<file path="src/rtl/core/uart_transceiver_core_defines.svh">
// ----------------------------------------------------------------------------
// uart transceiver assertion macros
// shared property wrappers for the core and its units
// ----------------------------------------------------------------------------
`ifndef UART_TRANSCEIVER_CORE_DEFINES_SVH
`define UART_TRANSCEIVER_CORE_DEFINES_SVH

`ifndef NO_ASSERTIONS

// same-cycle implication, checked on every rising edge out of reset
`define UTXC_ASSERT_IMP(label, clk, rst, ante, cons) \
   label: assert property (@(posedge clk) disable iff (rst) (ante) |-> (cons)) \
      else $error("uart transceiver: implication check failed");

// next-cycle implication
`define UTXC_ASSERT_NXT(label, clk, rst, ante, cons) \
   label: assert property (@(posedge clk) disable iff (rst) (ante) |=> (cons)) \
      else $error("uart transceiver: next-cycle check failed");

`else

`define UTXC_ASSERT_IMP(label, clk, rst, ante, cons)
`define UTXC_ASSERT_NXT(label, clk, rst, ante, cons)

`endif

`endif

</file>
<file path="src/rtl/core/utx_pkg.sv">
// ----------------------------------------------------------------------------
// utx_pkg
// item types, register indexes and frame settings for the uart transceiver
// ----------------------------------------------------------------------------
package utx_pkg;

   // register widths
   localparam int BIT_PERIOD_W  = 16;
   localparam int DATA_BITS_W   = 4;
   localparam int PARITY_MODE_W = 2;
   localparam int STOP_BITS_W   = 2;
   localparam int CSR_DATA_W    = 16;
   localparam int CSR_INDEX_W   = 2;
   localparam int BYTE_W        = 8;
   localparam int COUNT_W       = 4;

   // register indexes
   localparam logic [CSR_INDEX_W-1:0] CSR_BIT_PERIOD  = 2'd0;
   localparam logic [CSR_INDEX_W-1:0] CSR_DATA_BITS   = 2'd1;
   localparam logic [CSR_INDEX_W-1:0] CSR_PARITY_MODE = 2'd2;
   localparam logic [CSR_INDEX_W-1:0] CSR_STOP_BITS   = 2'd3;

   // parity mode codes
   localparam logic [PARITY_MODE_W-1:0] PARITY_NONE = 2'd0;
   localparam logic [PARITY_MODE_W-1:0] PARITY_EVEN = 2'd1;
   localparam logic [PARITY_MODE_W-1:0] PARITY_ODD  = 2'd2;

   // register reset values
   localparam logic [BIT_PERIOD_W-1:0]  BIT_PERIOD_RST  = 16'd138;
   localparam logic [DATA_BITS_W-1:0]   DATA_BITS_RST   = 4'd8;
   localparam logic [PARITY_MODE_W-1:0] PARITY_MODE_RST = PARITY_NONE;
   localparam logic [STOP_BITS_W-1:0]   STOP_BITS_RST   = 2'd1;

   // input item
   typedef struct packed {
      logic              tx_start;
      logic [BYTE_W-1:0] tx_data;
      logic              rx_pin;
   } req_item_type;

   // result item
   typedef struct packed {
      logic              tx_line;
      logic              tx_busy;
      logic              rx_valid;
      logic [BYTE_W-1:0] rx_data;
   } rsp_item_type;

   // effective frame settings shared by both units
   typedef struct packed {
      logic [COUNT_W-1:0] nbits;
      logic               parity_on;
      logic               parity_odd;
      logic               stop_two;
   } frame_cfg_type;

endpackage

</file>
<file path="src/rtl/core/utx_tx.sv">
// ----------------------------------------------------------------------------
// utx_tx
// transmit sequencer: start, data lsb first, optional parity, stop bits
// ----------------------------------------------------------------------------
module utx_tx #(
   parameter int TIMER_BITS = 16
) (
   input  logic                          clock,
   input  logic                          reset,
   input  logic                          step,
   input  logic                          tx_start,
   input  logic [utx_pkg::BYTE_W-1:0]    tx_data,
   input  logic [TIMER_BITS-1:0]         period,
   input  utx_pkg::frame_cfg_type        fcfg,
   output logic                          tx_line,
   output logic                          tx_busy
);
   import utx_pkg::*;

   localparam logic [2:0] TXP_IDLE   = 3'd0;
   localparam logic [2:0] TXP_START  = 3'd1;
   localparam logic [2:0] TXP_DATA   = 3'd2;
   localparam logic [2:0] TXP_PARITY = 3'd3;
   localparam logic [2:0] TXP_STOP   = 3'd4;

   logic [2:0]            phase_ff,  phase_in;
   logic [TIMER_BITS-1:0] timer_ff,  timer_in;
   logic [COUNT_W-1:0]    count_ff,  count_in;
   logic [BYTE_W-1:0]     shift_ff,  shift_in;
   logic                  parity_ff, parity_in;

   logic [TIMER_BITS-1:0] timer_inc;
   logic [COUNT_W-1:0]    count_inc;
   logic [COUNT_W-1:0]    stop_count;
   logic [BYTE_W-1:0]     masked;

   assign timer_inc  = timer_ff + 1'b1;
   assign count_inc  = count_ff + 1'b1;
   assign stop_count = fcfg.stop_two ? COUNT_W'(2) : COUNT_W'(1);

   // keep only the low nbits data bits
   always_comb begin
      for (int i = 0; i < BYTE_W; i++) begin
         masked[i] = tx_data[i] & (COUNT_W'(i) < fcfg.nbits);
      end
   end

   // next state for one tick
   always_comb begin
      phase_in  = phase_ff;
      timer_in  = timer_ff;
      count_in  = count_ff;
      shift_in  = shift_ff;
      parity_in = parity_ff;
      if (phase_ff == TXP_IDLE) begin
         if (tx_start) begin
            shift_in  = masked;
            parity_in = (^masked) ^ fcfg.parity_odd;
            phase_in  = TXP_START;
            timer_in  = '0;
            count_in  = '0;
         end
      end else if (timer_inc < period) begin
         timer_in = timer_inc;
      end else begin
         timer_in = '0;
         unique case (phase_ff)
            TXP_START: begin
               phase_in = TXP_DATA;
               count_in = '0;
            end
            TXP_DATA: begin
               count_in = count_inc;
               shift_in = shift_ff >> 1;
               if (count_inc >= fcfg.nbits) begin
                  count_in = '0;
                  phase_in = fcfg.parity_on ? TXP_PARITY : TXP_STOP;
               end
            end
            TXP_PARITY: begin
               phase_in = TXP_STOP;
               count_in = '0;
            end
            default: begin
               count_in = count_inc;
               if (count_inc >= stop_count) begin
                  count_in = '0;
                  phase_in = TXP_IDLE;
               end
            end
         endcase
      end
   end

   // line level from the state after this tick
   always_comb begin
      unique case (phase_in)
         TXP_START:  tx_line = 1'b0;
         TXP_DATA:   tx_line = shift_in[0];
         TXP_PARITY: tx_line = parity_in;
         default:    tx_line = 1'b1;
      endcase
   end

   assign tx_busy = (phase_in != TXP_IDLE);

   // state registers
   always_ff @(posedge clock) begin
      if (reset) begin
         phase_ff  <= TXP_IDLE;
         timer_ff  <= '0;
         count_ff  <= '0;
         shift_ff  <= '0;
         parity_ff <= 1'b0;
      end else if (step) begin
         phase_ff  <= phase_in;
         timer_ff  <= timer_in;
         count_ff  <= count_in;
         shift_ff  <= shift_in;
         parity_ff <= parity_in;
      end
   end

`include "uart_transceiver_core_defines.svh"

   `UTXC_ASSERT_IMP(a_tx_idle_timer_clear, clock, reset, phase_ff == TXP_IDLE, timer_ff == '0)
   `UTXC_ASSERT_IMP(a_tx_count_range, clock, reset, 1'b1, count_ff < COUNT_W'(BYTE_W))

endmodule

</file>
<file path="src/rtl/core/utx_rx.sv">
// ----------------------------------------------------------------------------
// utx_rx
// receive sampler: edge detect, mid-bit sampling, byte assembly
// ----------------------------------------------------------------------------
module utx_rx #(
   parameter int TIMER_BITS = 16
) (
   input  logic                          clock,
   input  logic                          reset,
   input  logic                          step,
   input  logic                          rx_pin,
   input  logic [TIMER_BITS-1:0]         period,
   input  utx_pkg::frame_cfg_type        fcfg,
   output logic                          rx_valid,
   output logic [utx_pkg::BYTE_W-1:0]    rx_data
);
   import utx_pkg::*;

   localparam logic [1:0] RXP_WAIT_HIGH = 2'd0;
   localparam logic [1:0] RXP_WAIT_EDGE = 2'd1;
   localparam logic [1:0] RXP_FIRST     = 2'd2;
   localparam logic [1:0] RXP_DATA      = 2'd3;

   logic [1:0]            phase_ff, phase_in;
   logic [TIMER_BITS:0]   timer_ff, timer_in;
   logic [COUNT_W-1:0]    count_ff, count_in;
   logic [BYTE_W-1:0]     shift_ff, shift_in;

   logic [TIMER_BITS:0]   timer_inc;
   logic [TIMER_BITS:0]   first_limit;
   logic [COUNT_W-1:0]    count_inc;
   logic [BYTE_W-1:0]     shift_new;
   logic                  sample;

   assign timer_inc   = timer_ff + 1'b1;
   assign first_limit = {1'b0, period} + {2'b00, period[TIMER_BITS-1:1]};
   assign count_inc   = count_ff + 1'b1;
   assign shift_new   = shift_ff | (BYTE_W'(rx_pin) << count_ff[2:0]);

   // sample point: one and a half periods for bit 0, one period after
   always_comb begin
      unique case (phase_ff)
         RXP_FIRST: sample = (timer_inc >= first_limit);
         RXP_DATA:  sample = (timer_inc >= {1'b0, period});
         default:   sample = 1'b0;
      endcase
   end

   // next state for one tick
   always_comb begin
      phase_in = phase_ff;
      timer_in = timer_ff;
      count_in = count_ff;
      shift_in = shift_ff;
      rx_valid = 1'b0;
      rx_data  = '0;
      unique case (phase_ff)
         RXP_WAIT_HIGH: begin
            if (rx_pin) begin
               phase_in = RXP_WAIT_EDGE;
            end
         end
         RXP_WAIT_EDGE: begin
            if (!rx_pin) begin
               phase_in = RXP_FIRST;
               timer_in = '0;
               count_in = '0;
               shift_in = '0;
            end
         end
         default: begin
            if (!sample) begin
               timer_in = timer_inc;
            end else begin
               timer_in = '0;
               phase_in = RXP_DATA;
               shift_in = shift_new;
               count_in = count_inc;
               if (count_inc >= fcfg.nbits) begin
                  rx_valid = 1'b1;
                  rx_data  = shift_new;
                  shift_in = '0;
                  count_in = '0;
                  phase_in = RXP_WAIT_HIGH;
               end
            end
         end
      endcase
   end

   // state registers
   always_ff @(posedge clock) begin
      if (reset) begin
         phase_ff <= RXP_WAIT_HIGH;
         timer_ff <= '0;
         count_ff <= '0;
         shift_ff <= '0;
      end else if (step) begin
         phase_ff <= phase_in;
         timer_ff <= timer_in;
         count_ff <= count_in;
         shift_ff <= shift_in;
      end
   end

`include "uart_transceiver_core_defines.svh"

   `UTXC_ASSERT_IMP(a_rx_count_range, clock, reset, 1'b1, count_ff < COUNT_W'(BYTE_W))

endmodule

</file>
<file path="src/rtl/core/uart_transceiver_core.sv">
// ----------------------------------------------------------------------------
// uart_transceiver_core
// one uart transmitter and one receiver stepped by one input item per tick
// ----------------------------------------------------------------------------
// Each accepted input item is one tick of the bit clock and yields exactly one
// result item, registered in the result register or, while it is held, in its
// skid stage. The core takes one item every cycle unless req_stall is high;
// req_stall rises only when the result register and its skid stage are both full,
// so the consumer alone sets throughput. Csr settings act on the next accepted item.
module uart_transceiver_core #(
   parameter int TIMER_BITS    = 16,
   parameter int MAX_DATA_BITS = 8
) (
   input  logic                               clock,
   input  logic                               reset,
   input  logic                               req_valid,
   output logic                               req_stall,
   input  utx_pkg::req_item_type              req_item,
   output logic                               rsp_valid,
   input  logic                               rsp_stall,
   output utx_pkg::rsp_item_type              rsp_item,
   input  logic                               csr_write,
   input  logic [utx_pkg::CSR_INDEX_W-1:0]    csr_index,
   input  logic [utx_pkg::CSR_DATA_W-1:0]     csr_wdata
);
   import utx_pkg::*;

   logic [BIT_PERIOD_W-1:0]  bit_period_ff;
   logic [DATA_BITS_W-1:0]   data_bits_ff;
   logic [PARITY_MODE_W-1:0] parity_mode_ff;
   logic [STOP_BITS_W-1:0]   stop_bits_ff;

   logic [TIMER_BITS-1:0]    period_raw;
   logic [TIMER_BITS-1:0]    period;
   frame_cfg_type            fcfg;

   logic                     accept;
   rsp_item_type             result;
   logic                     out_valid_ff;
   rsp_item_type             out_ff;
   logic                     skid_valid_ff;
   rsp_item_type             skid_ff;

   // configuration registers
   always_ff @(posedge clock) begin
      if (reset) begin
         bit_period_ff  <= BIT_PERIOD_RST;
         data_bits_ff   <= DATA_BITS_RST;
         parity_mode_ff <= PARITY_MODE_RST;
         stop_bits_ff   <= STOP_BITS_RST;
      end else if (csr_write) begin
         unique case (csr_index)
            CSR_BIT_PERIOD:  bit_period_ff  <= csr_wdata[BIT_PERIOD_W-1:0];
            CSR_DATA_BITS:   data_bits_ff   <= csr_wdata[DATA_BITS_W-1:0];
            CSR_PARITY_MODE: parity_mode_ff <= csr_wdata[PARITY_MODE_W-1:0];
            CSR_STOP_BITS:   stop_bits_ff   <= csr_wdata[STOP_BITS_W-1:0];
            default: ;
         endcase
      end
   end

   // bit period saturated to the timer range
   generate
      if (TIMER_BITS >= BIT_PERIOD_W) begin : g_period_wide
         assign period_raw = TIMER_BITS'(bit_period_ff);
      end else begin : g_period_sat
         assign period_raw = (|bit_period_ff[BIT_PERIOD_W-1:TIMER_BITS]) ? '1
                           : bit_period_ff[TIMER_BITS-1:0];
      end
   endgenerate

   assign period = (period_raw == '0) ? TIMER_BITS'(1) : period_raw;

   // frame settings clamped to their legal ranges
   always_comb begin
      if (data_bits_ff == '0) begin
         fcfg.nbits = COUNT_W'(1);
      end else if (data_bits_ff > DATA_BITS_W'(MAX_DATA_BITS)) begin
         fcfg.nbits = COUNT_W'(MAX_DATA_BITS);
      end else begin
         fcfg.nbits = data_bits_ff;
      end
      fcfg.parity_on  = (parity_mode_ff == PARITY_EVEN) || (parity_mode_ff == PARITY_ODD);
      fcfg.parity_odd = (parity_mode_ff == PARITY_ODD);
      fcfg.stop_two   = stop_bits_ff[1];
   end

   assign req_stall = skid_valid_ff;
   assign accept    = req_valid && !skid_valid_ff;

   utx_tx #(
      .TIMER_BITS (TIMER_BITS)
   ) u_tx (
      .clock    (clock),
      .reset    (reset),
      .step     (accept),
      .tx_start (req_item.tx_start),
      .tx_data  (req_item.tx_data),
      .period   (period),
      .fcfg     (fcfg),
      .tx_line  (result.tx_line),
      .tx_busy  (result.tx_busy)
   );

   utx_rx #(
      .TIMER_BITS (TIMER_BITS)
   ) u_rx (
      .clock    (clock),
      .reset    (reset),
      .step     (accept),
      .rx_pin   (req_item.rx_pin),
      .period   (period),
      .fcfg     (fcfg),
      .rx_valid (result.rx_valid),
      .rx_data  (result.rx_data)
   );

   // result register with skid stage
   always_ff @(posedge clock) begin
      if (reset) begin
         out_valid_ff  <= 1'b0;
         skid_valid_ff <= 1'b0;
      end else if (!out_valid_ff || !rsp_stall) begin
         if (skid_valid_ff) begin
            out_valid_ff  <= 1'b1;
            skid_valid_ff <= 1'b0;
         end else begin
            out_valid_ff <= accept;
         end
      end else if (accept) begin
         skid_valid_ff <= 1'b1;
      end
   end

   // result payloads
   always_ff @(posedge clock) begin
      if (!out_valid_ff || !rsp_stall) begin
         if (skid_valid_ff) begin
            out_ff <= skid_ff;
         end else if (accept) begin
            out_ff <= result;
         end
      end else if (accept) begin
         skid_ff <= result;
      end
   end

   assign rsp_valid = out_valid_ff;
   assign rsp_item  = out_ff;

`include "uart_transceiver_core_defines.svh"

   `UTXC_ASSERT_IMP(a_skid_behind_out, clock, reset, skid_valid_ff, out_valid_ff)
   `UTXC_ASSERT_NXT(a_no_accept_when_full, clock, reset, skid_valid_ff && rsp_stall, skid_valid_ff)

endmodule

</file>
<file path="config.mk">
export PLATFORM = sky130hd
export DESIGN_NAME = uart_transceiver_core
export DESIGN_NICKNAME = d
export VERILOG_FILES = /design/src/rtl/core/utx_pkg.sv /design/src/rtl/core/utx_tx.sv /design/src/rtl/core/utx_rx.sv /design/src/rtl/core/uart_transceiver_core.sv
export VERILOG_INCLUDE_DIRS = /design/src /design/src/rtl/core
export SDC_FILE = /design/constraint.sdc
export NUM_CORES = 1
export LEC_CHECK = 0
export ABC_AREA = 1
export BUFFER_PORTS_ARGS = -buffer_cell sky130_fd_sc_hd__buf_4
export CAP_MARGIN = 20
export CORE_MARGIN = 5
export CORE_UTILIZATION = 50
export DETAILED_ROUTE_END_ITERATION = 8
export MAX_ROUTING_LAYER = met4
export PLACE_DENSITY = 0.67
export SETUP_SLACK_MARGIN = 0.05
export SKIP_LAST_GASP = 1
export SYNTH_ARGS = -nofsm -noshare
export SYNTH_HDL_FRONTEND = slang
export SYNTH_HIERARCHICAL = 1
export SYNTH_SLANG_ARGS = --single-unit
</file>
<file path="constraint.sdc">
create_clock -name clock -period 5.6 [get_ports clock]
set_clock_uncertainty 0.15 [all_clocks]
set_input_delay 1.12 -clock clock [delete_from_list [all_inputs] [get_ports clock]]
set_output_delay 1.12 -clock clock [all_outputs]
set_load 0.005 [all_outputs]
</file>
Word-level counts from Yosys, hierarchy flattened
Index checks and enable logic that the tools add are counted.

Shift-type cells: 1. Reductions and logical operators: 32. Eq/ne operators: 18. Muxes and demuxes: 53. $lt $le $gt $ge: 15. $add $sub $neg: 5. Bitwise operators: 12.

Operators by type and width (number): 8-bit 2-to-1 mux (10); 16-bit 2-to-1 mux (4); 4-bit 2-to-1 mux (10); 17-bit 2-to-1 mux (2); 17-bit one-hot mux with 2 select lines (1); 11-bit 2-to-1 mux (2); 3-bit 2-to-1 mux (6); 16-bit by 15-bit adder with 17-bit output (1); 17-bit by 1-bit adder with 17-bit output, second input constant (1); 17-bit by 16-bit greater-or-equal comparator with 1-bit output (1); 17-bit greater-or-equal comparator (1); 16-bit by 1-bit adder with 16-bit output, second input constant (1); 16-bit logical NOT (1); 16-bit < comparator (1); 3-bit by 4-bit < comparator with 1-bit output, first input constant (4); 4-bit one-hot mux with 2 select lines (2); 8-bit one-hot mux with 2 select lines (1); 2-bit AND reduction (7); 3-bit by 2-bit == test with 1-bit output, second input constant (4); 4-bit greater-or-equal comparator (3); 4-bit AND reduction (3); 2-bit == test, second input constant (5); 2-bit 2-to-1 mux (5); 3-bit one-hot mux with 3 select lines (1); 28 further kinds (59).

Register bits after elaboration: 111. Output and inout port bits: 13. Input bits: 33. Word-level logic and storage cells: 160.

Depth between registers and ports, before layout
Gate-level depths: netlist of run 1.

Depth in word-level cells: 12. Mapped depth: 30. Gate-level depth less buffers: 29.

By module
Netlist of run 1, hierarchy kept.

Modules (own cells, without submodules): utx_rx (instances 1, cells each 558, area each 3638.5 um^2); utx_tx (instances 1, cells each 408, area each 2597.5 um^2); uart_transceiver_core (instances 1, cells each 219, area each 1903.1 um^2).

Least setup slack after synthesis of run 1
Ideal clock, no wire load.

Kind: reg2reg. Start: register bit_period_ff[15]. End: register out_ff (netlist bit rsp_item[8]), data pin. Required time: 5320 ps. Buffers on the path: 1. Cell stages (with the launch flop): 29. Arrival: 3470 ps. Library setup time: 130 ps. Setup slack: 1850 ps. Cells stage by stage: dfxtp_1 nor2_1 nand2_1 nor2_1 nand2_1 nand2_1 ha_1 fa_1 nand3_1 nand2_1 nand3_1 o2111ai_1 nand3_1 nand2_1 xor2_1 ha_1 nand2_1 nor2_1 nand2_1 nor2_1 nand2_1 nand2_1 nor2_1 a21oi_1 nand2_8 buf_4 a31oi_1 nand2_1 nand2_1.

RTL lines: start: declaration (RTL line uart_transceiver_core.sv:28) `logic [BIT_PERIOD_W-1:0] bit_period_ff;`; start signal: assignment (RTL line uart_transceiver_core.sv:53) `CSR_BIT_PERIOD: bit_period_ff <= csr_wdata[BIT_PERIOD_W-1:0];`; end signal: assignment (RTL line uart_transceiver_core.sv:139) `out_ff <= skid_ff;`; end signal: assignment (RTL line uart_transceiver_core.sv:141) `out_ff <= result;`; end: declaration (RTL line uart_transceiver_core.sv:40) `rsp_item_type out_ff;`.

Worst setup path after layout of run 1
Start: register bit_period_ff[15]. End: register u_rx.shift_ff[7].

Cells in the longest elaborated chain, start to end: 7. Elaborated cells on any way between the ends: 8.

RTL lines: 16-bit logical NOT (*) (RTL line uart_transceiver_core.sv:72) `assign period = (period_raw == '0) ? TIMER_BITS'(1) : period_raw;`; 16-bit 2-to-1 mux (*) (RTL line uart_transceiver_core.sv:72); named net period[0] (RTL line uart_transceiver_core.sv:34) `logic [TIMER_BITS-1:0] period;`; 16-bit by 15-bit adder with 17-bit output (RTL line utx_rx.sv:36) `assign first_limit = {1'b0, period} + {2'b00, period[TIMER_BITS-1:1]};`; 17-bit greater-or-equal comparator (RTL line utx_rx.sv:43) `RXP_FIRST: sample = (timer_inc >= first_limit);`; 1-bit one-hot mux with 2 select lines (*) (RTL line utx_rx.sv:42) `unique case (phase_ff)`; 2-bit nonzero test (no line) (*); 4-bit AND reduction (no line) (*); end signal: assignment (RTL line utx_rx.sv:102) `shift_ff <= shift_in;`; end: declaration (RTL line utx_rx.sv:27) `logic [BYTE_W-1:0] shift_ff, shift_in;`.

The timed path passes the listed nets; every way through them passes the cells marked *. A chain may end at the register's enable or synchronous reset.

==> metrics.md, run 1 <==
| Metric | Value |
|---|---|
| CP arrival | 4.52 ns |
| DP HPWL | 14700 um |
| CTS Hold Bufs | 0 |
| Distinct cells, synth | 45 |
| Ys async rst share | 0% |
| Global routing met3 resource utilization | 3.32% |
| GR peak layer | met2 |
| Via count | 7315 |
| Worst-path maximum fanout | 28 |
| Status | completed |
| Syn_nets | 1299 |
| First-pass GRT wire length | 31700 um |
| Post-synth EDFFs | 22 |
| Clock buffer depth | 2 |
| Antenna cells | 0 |
| Layout net count | 1314 |
| # setup viols final | 0 |
| Synth Cell Area | 8140 um2 |
| Final Cycle Share | 78.7% |
| Die Y | 138 um |
| Register area | 2420 um2 |
| Slew HR | 51.1% |
| Drt first-iter violations | 431 |
| Post-layout util | 55.3% |
| Syn. warnings | 6 |
| Seq/Total Area, Yosys | 29.8% |
| Top FF cell, synth | dfxtp_1 |
| Crit. End Element | flop |
| Worst reg-to-reg path cell count | 28 |
| Input/output buffers | 45 |
| Vias in the first global route | 6736 |
| Final hold vios | 0 |
| Worst hold path type | reg2reg |
| Largest net degree at the start of global routing | 49 |
| Worst-Margin Slew | 0.732 ns |
| Worst setup path startpoint | bit_period_ff[15] |
| Cells resized by post-CTS repair | 0 |
| CTS Sinks | 110 |
| Footprint of the multi-input gates | 4870 um2 |
| RSZ-0062 raised after global routing | false |
| Minimum clock period | 4.41 ns |
| GR Util met1 | 28.6% |
| Total grt overflow | 0 |
| Reg2Reg Capture Point | u_rx/shift_ff[7] |
| Critical path type | reg2reg |
| Crit path top cell by count | nand2_1 |
| Worst setup SP type | flop |
| CTS Buf Count | 9 |
| Critical Path RT | 5.71 ns |
| Fillers | 1628 |
| Post-Syn Area per Cell | 6.87 um2 |
| WL/cell | 13.4 um |
| Leakage power | 4.13 nW |
| Max-Cap Viols | 0 |
| FMAX | 227 MHz |
| R2R Setup Slk | 1.19 ns |
| Peak supply drop | 0.000154 V |
| Placer Congestion | 0.954 |
| Setup total negative slack | 0 ns |
| Fraction of layout instances using a drive strength above 1 | 8.96% |
| Worst R2R Start | bit_period_ff[15] |
| Post-CTS setup repair buffer count | 0 |
| Die Width | 138 um |
| CP max stage cell | dfxtp_1 |
| Ports | 46 |
| Pwr/cell area | 217 nW/um2 |
| CTS root buf | clkbuf_16 |
| Initial antenna violation count | 0 |
| Drt pass-1 iters | 5 |
| Post-DRT Antenna Nets | 0 |
| Yosys reg bits | 110 |
| Remaining DRCs | 0 |
| GRT Overall Usage | 21.3% |
| Routed vias/inst | 5.15 |
| DRT Wirelength | 19100 um |
| H-tree lvl count | 3 |
| Core area | 15900 um2 |
| Initial Util | 51.1% |
| Cells after Synth | 1185 |
| Worst skew pair latency | 0.36 ns |
| Area delta synth->final | 8.41% |
| Clock transition at path regs | 0.08 ns |
| Die area | 18900 um2 |
| Met2 usage | 33.9% |
| Largest stage delay, worst path | 0.50 ns |
| Critical Path Sink | u_rx/shift_ff[7] |
| Slew Viols, Final | 0 |
| CTS tree | done |
| # rows | 46 |
-- Yosys cell counts (2+ instances only) --
| cell | number | area, um2 |
|---|---|---|
| xnor2_1 | 9 | 78.8 |
| buf_6 | 5 | 56.3 |
| edfxtp_1 | 22 | 661 |
| buf_1 | 2 | 7.51 |
| nand2_4 | 2 | 22.5 |
| inv_1 | 148 | 556 |
| buf_4 | 4 | 30.0 |
| nand3_2 | 8 | 80.1 |
| dfxtp_1 | 88 | 1760 |
| o21ai_0 | 44 | 220 |
| nor2_1 | 143 | 537 |
| nand3b_1 | 4 | 30.0 |
| nand2_1 | 278 | 1040 |
| nor2_2 | 6 | 37.5 |
| o21a_1 | 2 | 15.0 |
| ha_1 | 80 | 1000 |
| clkinv_1 | 2 | 7.51 |
| o21bai_1 | 11 | 82.6 |
| nand4_1 | 34 | 213 |
| inv_2 | 11 | 41.3 |
| nand3_1 | 62 | 310 |
| buf_2 | 7 | 35.0 |
| nor2_4 | 6 | 67.6 |
| xor2_1 | 33 | 289 |
| clkbuf_1 | 26 | 97.6 |
| a31oi_1 | 4 | 25.0 |
| a22oi_1 | 14 | 105 |
| nand2_2 | 5 | 31.3 |
| nor4_1 | 3 | 18.8 |
| a21oi_1 | 95 | 475 |
| nor3_1 | 13 | 65.1 |
-- per-stage QoR --
step           instances  setup slack (ns)  power [mW]  cell area [um2]  hold slack [ns]
2_1_floorplan       1185              1.85        1.21             8140            0.285
3_3_place_gp        1404              1.39        1.31             8540            0.304
3_5_place_dp        1404              1.18        1.31             8540            0.309
4_1_cts             1420              1.19        1.94             8820            0.320
5_1_grt             1421             0.859        2.04             8820            0.345
6_report            1421              1.19        1.92             8820            0.320
-- how the worst min path moves through the flow --
stage / start / to / slack [ns] / cells after the start
5_1_grt: u_tx/shift_ff[3] / u_tx/shift_ff[3] / 0.34 / 2
3_3_place_gp: data_bits_ff[0] / data_bits_ff[0] / 0.30 / 2
6_report: data_bits_ff[0] / data_bits_ff[0] / 0.32 / 2
3_5_place_dp: data_bits_ff[0] / data_bits_ff[0] / 0.31 / 2
2_1_floorplan: data_bits_ff[0] / data_bits_ff[0] / 0.28 / 2
4_1_cts: data_bits_ff[0] / data_bits_ff[0] / 0.32 / 2
-- logic make-up (layout without fill, tap and decap cells) --
family | after synthesis | after routing | synth area share [%]
AO/OA/AOI/OAI | 177 | 177 | 12.0
XOR/XNOR | 42 | 42 | 4.52
adder cells (fa/ha/maj) | 81 | 81 | 12.5
buffers and inverters | 207 | 227 | 10.4
flip-flops | 110 | 110 | 29.8
AND/OR/NAND/NOR | 568 | 568 | 30.8
-- flip-flops by register name (all words and copies together), names as in the netlist --
register	count
bit_period_ff	16
u_tx/timer_ff	16
u_rx/count_ff	4
u_tx/shift_ff	8
u_tx/parity_ff	1
u_tx/phase_ff	3
skid_ff	11
req_stall	1
rsp_item	11
u_rx/shift_ff	8
parity_mode_ff	2
data_bits_ff	4
u_rx/phase_ff	2
u_rx/timer_ff	17
stop_bits_ff	1
u_tx/count_ff	4
rsp_valid	1
-- cell type report --
type | count | area share, %
well taps | 216 | 3.06
clock inverters | 7 | 0.624
inverters | 163 | 7.01
clock buffers | 9 | 2.55
flip-flops and latches | 110 | 27.5
multi-input cells | 868 | 55.2
repair buffers | 48 | 4.08
-- per-layer routing --
| layer | vias to the layer above | part of all wire [%] |
|---|---|---|
| met2 | 129 | 46 |
| li1 | 3888 | - |
| met4 | 0 | 1.3 |
| met3 | 16 | 3.7 |
| met1 | 3282 | 49 |
| met5 | - | 0 |
-- worst max-delay path: cells and delay by family (launching register included) --
kind	cells	cell delay [ns]
simple gates	22	2.04
flops	1	0.50
compound gates	2	0.49
fa+ha+maj	3	0.97
xor+xnor	1	0.16
-- where the power goes --
part / switching [mW] / internal (mW)
Sequential: 0.0346 / 0.845
Clock: 0.311 / 0.307
Combinational: 0.272 / 0.146
-- placed cells by master, fill, tap and decap left out, types with 2 or more instances in the layout --
master,n
o21ai_0,44
nand3b_1,4
inv_2,11
o21a_1,2
nand3_2,8
nand4_1,34
nand2_1,278
dfxtp_1,88
inv_6,4
inv_1,148
a22oi_1,14
nand2_4,2
nor4_1,3
clkinv_4,2
edfxtp_1,22
nor2_4,6
xor2_1,33
clkbuf_16,9
nor2_2,6
nor3_1,13
nor2_1,143
ha_1,80
o21bai_1,11
nand3_1,62
xnor2_1,9
a31oi_1,4
nand2_2,5
a21oi_1,95
buf_4,48
clkinv_1,3
Note: power is estimated with default switching activity, not from simulation.
==> run 2: changes to the inputs <==
ABC_AREA = 0   (was 1)
PLACE_DENSITY = 0.68   (was 0.67)
clock period = 4.6 ns   (was 5.6 ns; I/O delays follow)
==> run 2 against run 1 <==
Compared with the run above: the flow now finishes with violations (setup timing); first-iteration DRC count grew 12%; critical path depth down 5; die area is 6.6% lower; register-to-register slack got worse by 1.2 ns; sequential power rose by 18%; utilization increased by 2.5 points; hold slack improved by 0.0062 ns; critical path type unchanged; highest routed layer unchanged.
==> metrics.md, run 2 <==
| Metric | Value |
|---|---|
| Final Cycle Share | 100% (was 78.7%) |
| Reg2Reg Capture Point | u_rx/shift_ff[5] (was u_rx/shift_ff[7]) |
| Hold_ws | 0.326 ns (was 0.320 ns) |
| Commonest non-fill, non-tap cell in the layout | nor2_1 (was nand2_1) |
| Crit. End Element | flop (unchanged) |
| Peak supply drop | 0.000187 V (was 0.000154 V) |
| Multiplexer share of the synthesized area | 3.36% (was 0%) |
| First-pass GRT wire length | 28600 um (was 31700 um) |
| Synth Cell Area | 7560 um2 (was 8140 um2) |
| Top reg by flops | u_rx/timer_ff (unchanged) |
| Die Width | 133 um (was 138 um) |
| RSZ-0062 raised after global routing | true (was false) |
| Remaining DRCs | 0 (unchanged) |
| Sw frac | 29.4% (was 32.2%) |
| Total grt overflow | 0 (unchanged) |
| Final hold vios | 0 (unchanged) |
| Clk network pwr share | 37.3% (was 32.3%) |
| Most frequent cells in the layout | nor2_1, nand2_1, dfxtp_1 (was nand2_1, inv_1, nor2_1) |
| Top-count cell post-synth | nor2_1 (was nand2_1) |
| Worst skew pair latency | 0.37 ns (was 0.36 ns) |
| Post-synth EDFFs | 22 (unchanged) |
| Gate power share | 16.0% (was 21.8%) |
| Fin area | 8700 um2 (was 8820 um2) |
| Distinct cells, synth | 78 (was 45) |
| Final WS setup | -0.0211 ns (was 1.19 ns) |
| Worst reg-to-reg path cell count | 23 (was 28) |
| DRT Wirelength | 17400 um (was 19100 um) |
| Largest regs | u_rx/timer_ff: 17 flops, bit_period_ff: 16 flops, u_tx/timer_ff: 16 flops (unchanged) |
| Drt pass-1 iters | 5 (unchanged) |
| # setup viols final | 1 (was 0) |
| Compound-cell area share of the yosys netlist | 17.6% (was 12.0%) |
| H-tree lvl count | 3 (unchanged) |
| CTS Sinks | 110 (unchanged) |
| Worst hold path type | reg2reg (unchanged) |
| Cells after Synth | 883 (was 1185) |
| Leakage power | 3.69 nW (was 4.13 nW) |
| CP arrival | 4.78 ns (was 4.52 ns) |
| Post-synth top area share | 23.3% (was 21.6%) |
| Routed vias/inst | 5.59 (was 5.15) |
| Max-Cap Viols | 0 (unchanged) |
| Adder-Cell Fraction of Synth Area | 13.5% (was 12.5%) |
| Seq/Total Area, Yosys | 32.0% (was 29.8%) |
| WL/cell | 15.4 um (was 13.4 um) |
| Hold path depth | 2 (unchanged) |
| Max reg flops | 17 (unchanged) |
| Critical Path RT | 4.76 ns (was 5.71 ns) |
| Area delta synth->final | 15.0% (was 8.41%) |
| Violated checks | setup timing |
| Die area | 17700 um2 (was 18900 um2) |
| Main combinational cell family by area after synthesis | simple AND/OR/NAND/NOR gates (unchanged) |
| Post-Synth XOR/XNOR Area | 7.60% (was 4.52%) |
| Slew Viols, Final | 0 (unchanged) |
| Ports | 46 (unchanged) |
| Yosys reg bits | 110 (unchanged) |
| Drt first-iter violations | 484 (was 431) |
| Minimum clock period | 4.62 ns (was 4.41 ns) |
| FMAX | 216 MHz (was 227 MHz) |
| Core area | 15000 um2 (was 15900 um2) |
| Post-DRT Antenna Nets | 0 (unchanged) |
| R2R Setup Slk | -0.02 ns (was 1.19 ns) |
| Critical path type | reg2reg (unchanged) |
| Worst R2R Start | bit_period_ff[11] (was bit_period_ff[15]) |
| Area contributors post-synth | dfxtp_1, ha_1, edfxtp_1 (was dfxtp_1, nand2_1, ha_1) |
| Hold EP | bit_period_ff[0] (was data_bits_ff[0]) |
| Initial Util | 50.3% (was 51.1%) |
| CTS Buf Count | 9 (unchanged) |
| Initial antenna violation count | 0 (unchanged) |
| # rows | 45 (was 46) |
| Layout net count | 1046 (was 1314) |
| Hold path start | bit_period_ff[0] (was data_bits_ff[0]) |
| Pwr/cell area | 255 nW/um2 (was 217 nW/um2) |
| Input/output buffers | 45 (unchanged) |
| Largest net degree at the start of global routing | 47 (was 49) |
| Clock buffer depth | 2 (unchanged) |
| Clock transition at path regs | 0.09 ns (was 0.08 ns) |
| CTS root buf | clkbuf_16 (unchanged) |
| DP HPWL | 12700 um (was 14700 um) |
| Top post-synthesis cells by count | nor2_1, dfxtp_1, nand2_1 (was nand2_1, inv_1, nor2_1) |
| Worst-Margin Slew | 0.941 ns (was 0.732 ns) |
| Via count | 6294 (was 7315) |
| Worst-path maximum fanout | 5 (was 28) |
| Simple-Gate Fraction of Synth Area | 20.4% (was 30.8%) |
| Worst setup SP type | flop (unchanged) |
| Post-Syn Area per Cell | 8.56 um2 (was 6.87 um2) |
| GRT Overall Usage | 20.2% (was 21.3%) |
| Ys async rst share | 0% (unchanged) |
| Post-synth top area cell | dfxtp_1 (unchanged) |
| Syn. warnings | 6 (unchanged) |
| Antenna cells | 0 (unchanged) |
| Vias in the first global route | 5947 (was 6736) |
| Top FF cell, synth | dfxtp_1 (unchanged) |
| Syn_nets | 997 (was 1299) |
| Slew HR | 36.9% (was 51.1%) |
| Sw power | 0.651 mW (was 0.618 mW) |
| Internal power | 1.57 mW (was 1.30 mW) |
| Area after DPL | 8230 um2 (was 8540 um2) |
| Placer Congestion | 0.847 (was 0.954) |
| Reg power frac | 46.7% (was 45.9%) |
| Fraction of layout instances using a drive strength above 1 | 16.3% (was 8.96%) |
| CTS tree | done (unchanged) |
| Status | finished, violations left (was completed) |
| Die Y | 133 um (was 138 um) |
[run 2: cell count changes after synthesis, sizes merged, moves of 13 or more]
cell,previous run,this run
o21ai,45,24
nand4,35,14
inv,160,59
a21oi,96,60
xnor2,9,42
nand3,70,32
mux2i,0,13
nand2,286,82
nand2b,0,13
nor2,155,98
[run 2: final cells by class]
class                      instances  area [um2]
fill                            1377        6340
multi-input combinational        671        4840
sequential                       110        2430
timing repair buffer              81         667
tap                              188         235
clock buffer                       9         225
inverter                          59         221
clock inverter                     7        81.3
[run 2: how the worst max path moves through the flow]
stage | startpoint | endpoint
final | bit_period_ff[11] | u_rx/shift_ff[5]
after global routing | bit_period_ff[11] | u_rx/shift_ff[5]
after CTS | bit_period_ff[11] | rsp_item[6]
after detailed placement | bit_period_ff[11] | u_rx/shift_ff[4]
after global placement | bit_period_ff[14] | rsp_item[2]
after floorplan | bit_period_ff[14] | rsp_item[0]
[run 2: cell families (layout without fill, tap and decap cells)]
| kind of cell | count (synthesis) | after routing |
|---|---|---|
| compound gates | 190 | 190 |
| mux | 24 | 24 |
| buf+inv | 102 | 156 |
| xor+xnor | 64 | 64 |
| simple gates | 312 | 312 |
| fa+ha+maj | 81 | 81 |
| flops | 110 | 110 |
[run 2: worst max-delay path, cell delays in order (launching register included)]
cell       delay (ns)
dfxtp_2          0.35
nor4_2           0.05
a41o_1           0.24
ha_2             0.20
fa_2             0.34
a21o_1           0.17
a21oi_2          0.15
o21ai_1          0.07
a31o_2           0.25
a21bo_4          0.22
a2111oi_4        0.30
nor3_2           0.10
xor2_1           0.15
ha_1             0.32
nand4_1          0.12
o41ai_2          0.24
nand3_1          0.13
nand3_2          0.11
o21ai_4          0.08
buf_6            0.13
o21ai_4          0.25
clkbuf_16        0.21
a41oi_2          0.11
nor2_1           0.12
[run 2: timing repair]
item | CTS | global route
setup buffers | 1 | 2
resized for setup | 12 | 12
setup endpoints to repair | 44 | 38
pin swaps | 9 | 12
hold buffers | 0 | 0
gates cloned | 0 | 1
[run 2: power by group through the flow]
| stage | logic (mW) | clock network [mW] | registers [mW] |
|---|---|---|---|
| finish | 0.356 | 0.826 | 1.04 |
| global route | 0.396 | 0.882 | 1.04 |
| CTS | 0.346 | 0.844 | 1.03 |
| detailed placement | 0.342 | 0 | 1.06 |
| global placement | 0.339 | 0 | 1.06 |
| floorplan | 0.233 | 0 | 1.05 |
[run 2: per-stage QoR]
step,utilization [%],worst slack [ns],setup TNS [ns],power [mW],instances
floorplan,-,0.0504,0,1.28,883
finish,57.9,-0.0211,-0.0211,2.22,1125
global route,57.9,-0.203,-3.39,2.32,1125
detailed placement,54.8,-0.139,-2.04,1.40,1104
global placement,54.8,-0.0580,-0.804,1.40,1104
CTS,57.1,0.0638,0,2.22,1121
[run 2: metal layers]
layer | part of all wire, % | track usage (%) | routed length, um
met5 | 0 | - | 0
met2 | 47 | 33.0 | 8250
met1 | 48 | 26.2 | 8390
met3 | 2.6 | 2.78 | 455
met4 | 1.7 | 5.89 | 287
==> run 3: changes to the inputs <==
HOLD_SLACK_MARGIN = 0.12   (was default)
SKIP_CTS_REPAIR_TIMING = 1   (was default)
==> run 3 against run 2 <==
Compared with the run above: largest power group unchanged; register-to-register slack lost 0.14 ns; global-route usage is 0.21 points lower; highest routed layer unchanged; final cell count is 0.71% higher; critical path depth unchanged; the run still ends with setup timing left; largest cell class unchanged; critical endpoint unchanged.
==> metrics.md, run 3 (same netlist as run 2, synthesis figures left out) <==
| Metric | Value |
|---|---|
| Status | finished, violations left (unchanged) |
| Violated checks | setup timing (unchanged) |
| CTS tree | done (unchanged) |
| Layout net count | 1054 (was 1046) |
| Commonest non-fill, non-tap cell in the layout | nor2_1 (unchanged) |
| Via count | 6344 (was 6294) |
| Antenna cells | 0 (unchanged) |
| H-tree lvl count | 3 (unchanged) |
| Hold_ws | 0.326 ns (about the same) |
| CTS root buf | clkbuf_16 (unchanged) |
| Clock transition at path regs | 0.08 ns (was 0.09 ns) |
| Largest regs | u_rx/timer_ff: 17 flops, bit_period_ff: 16 flops, u_tx/timer_ff: 16 flops (unchanged) |
| Die area | 17700 um2 (unchanged) |
| Critical path type | reg2reg (unchanged) |
| Worst reg-to-reg path cell count | 23 (unchanged) |
| Worst hold path type | reg2reg (unchanged) |
| Ports | 46 (unchanged) |
| Final WS setup | -0.161 ns (was -0.0211 ns) |
| CTS Buf Count | 9 (unchanged) |
| Crit. End Element | flop (unchanged) |
| Worst skew pair latency | 0.37 ns (about the same) |
| Area delta synth->final | 16.2% (was 15.0%) |
| Max-Cap Viols | 0 (unchanged) |
| Most frequent cells in the layout | nor2_1, buf_4, nand2_1, dfxtp_1, ha_1 (was nor2_1, nand2_1, dfxtp_1) |
| # setup viols final | 16 (was 1) |
| Die Width | 133 um (unchanged) |
| Reg2Reg Capture Point | u_rx/shift_ff[5] (unchanged) |
| Minimum clock period | 4.76 ns (was 4.62 ns) |
| Pwr/cell area | 252 nW/um2 (was 255 nW/um2) |
| Remaining DRCs | 0 (unchanged) |
| Hold EP | bit_period_ff[0] (unchanged) |
| Slew HR | 36.8% (was 36.9%) |
| Final hold vios | 0 (unchanged) |
| Worst-Margin Slew | 0.942 ns (was 0.941 ns) |
| Post-layout util | 58.4% (was 57.9%) |
| Core area | 15000 um2 (unchanged) |
| WL/cell | 15.5 um (was 15.4 um) |
| Routed vias/inst | 5.60 (was 5.59) |
| DRT Wirelength | 17500 um (was 17400 um) |
| Fraction of layout instances using a drive strength above 1 | 17.0% (was 16.3%) |
| Die Y | 133 um (unchanged) |
| Max reg flops | 17 (unchanged) |
| Total Power | 2.22 mW (about the same) |
| R2R Setup Slk | -0.16 ns (was -0.02 ns) |
| RSZ-0062 raised after global routing | true (unchanged) |
| # rows | 45 (unchanged) |
| Total grt overflow | 0 (unchanged) |
| Drt first-iter violations | 459 (was 484) |
| First-pass GRT wire length | 28300 um (was 28600 um) |
| Top reg by flops | u_rx/timer_ff (unchanged) |
| Peak supply drop | 0.000187 V (about the same) |
| Largest net degree at the start of global routing | 47 (unchanged) |
| Leakage power | 3.75 nW (was 3.69 nW) |
| Place WS | -0.139 ns (unchanged) |
| Hold path depth | 2 (unchanged) |
| Final Cycle Share | 103% (was 100%) |
| Worst setup SP type | flop (unchanged) |
| Initial antenna violation count | 0 (unchanged) |
| CTS Sinks | 110 (unchanged) |
| Placer Congestion | 0.847 (unchanged) |
| CP arrival | 4.91 ns (was 4.78 ns) |
| Clock buffer depth | 2 (unchanged) |
| Drt pass-1 iters | 5 (unchanged) |
| GRT Overall Usage | 20.0% (was 20.2%) |
| Post-DRT Antenna Nets | 0 (unchanged) |
| Worst R2R Start | bit_period_ff[1] (was bit_period_ff[11]) |
| Slew Viols, Final | 0 (unchanged) |
| DP HPWL | 12700 um (unchanged) |
| Vias in the first global route | 5911 (was 5947) |
| Hold path start | bit_period_ff[0] (unchanged) |
| Input/output buffers | 45 (unchanged) |
| Worst-path maximum fanout | 5 (unchanged) |
| Initial Util | 50.3% (unchanged) |
| FMAX | 210 MHz (was 216 MHz) |
| Critical Path RT | 4.75 ns (was 4.76 ns) |
-- run 3: changes by cell type in the layout (fill, tap and decap cells not counted), moves of 2 or more --
cell	change
mux2_4	+2
mux2_2	-2
buf_4	+7
a41oi_1	+2
a41oi_2	-2
-- run 3: routing by layer --
| layer | vias to the layer above | share of wire (%) | track usage [%] |
|---|---|---|---|
| met5 | - | 0 | - |
| li1 | 3265 | - | - |
| met3 | 16 | 2.9 | 2.74 |
| met1 | 2979 | 48 | 26.2 |
| met4 | 0 | 1.2 | 5.14 |
| met2 | 84 | 48 | 32.7 |
-- run 3: report_power, final --
part / switching (mW) / total, mW / leakage (nW) / internal, mW
clock network: 0.428 / 0.822 / 0.151 / 0.394
registers: 0.0222 / 1.04 / 0.934 / 1.01
logic: 0.199 / 0.360 / 2.66 / 0.161
-- run 3: area by class of cell --
class,count,area (um2)
Inverter,59,221
Timing Repair Buffer,89,744
Sequential cell,110,2430
Multi-Input combinational cell,671,4850
Clock buffer,9,225
Clock inverter,7,81.3
Fill cell,1370,6250
Tap cell,188,235
-- run 3: worst max-delay path by stage --
stage               cells past startpoint               from               end  slack, ns
detailed placement                     23  bit_period_ff[11]  u_rx/shift_ff[4]      -0.14
CTS                                    23  bit_period_ff[11]  u_rx/shift_ff[4]      -0.17
floorplan                              21  bit_period_ff[14]       rsp_item[0]       0.05
global route                           23   bit_period_ff[1]  u_rx/shift_ff[5]      -0.33
global placement                       22  bit_period_ff[14]       rsp_item[2]      -0.06
finish                                 23   bit_period_ff[1]  u_rx/shift_ff[5]      -0.16
-- run 3: through the flow --
| step | instances | setup TNS (ns) | cell area, um2 |
|---|---|---|---|
| after floorplan | 883 | 0 | 7590 |
| after global placement | 1104 | -0.804 | 8230 |
| after detailed placement | 1104 | -2.04 | 8230 |
| after CTS | 1120 | -2.63 | 8540 |
| after global routing | 1133 | -6.09 | 8780 |
| final | 1133 | -0.900 | 8780 |
-- run 3: critical path: stages, from the launching register on --
cell,delay (ns)
dfxtp_1,0.36
nor3_2,0.06
a41o_1,0.24
ha_2,0.20
fa_2,0.36
a21o_1,0.17
a21oi_2,0.13
o21ai_1,0.07
a31o_2,0.22
a21bo_4,0.22
a2111oi_4,0.29
nor3_2,0.10
xor2_1,0.15
ha_1,0.32
nand4_1,0.14
o41ai_2,0.31
nand3_1,0.13
nand3_2,0.11
o21ai_4,0.07
buf_6,0.13
o21ai_4,0.28
clkbuf_16,0.20
a41oi_2,0.11
nor2_1,0.15
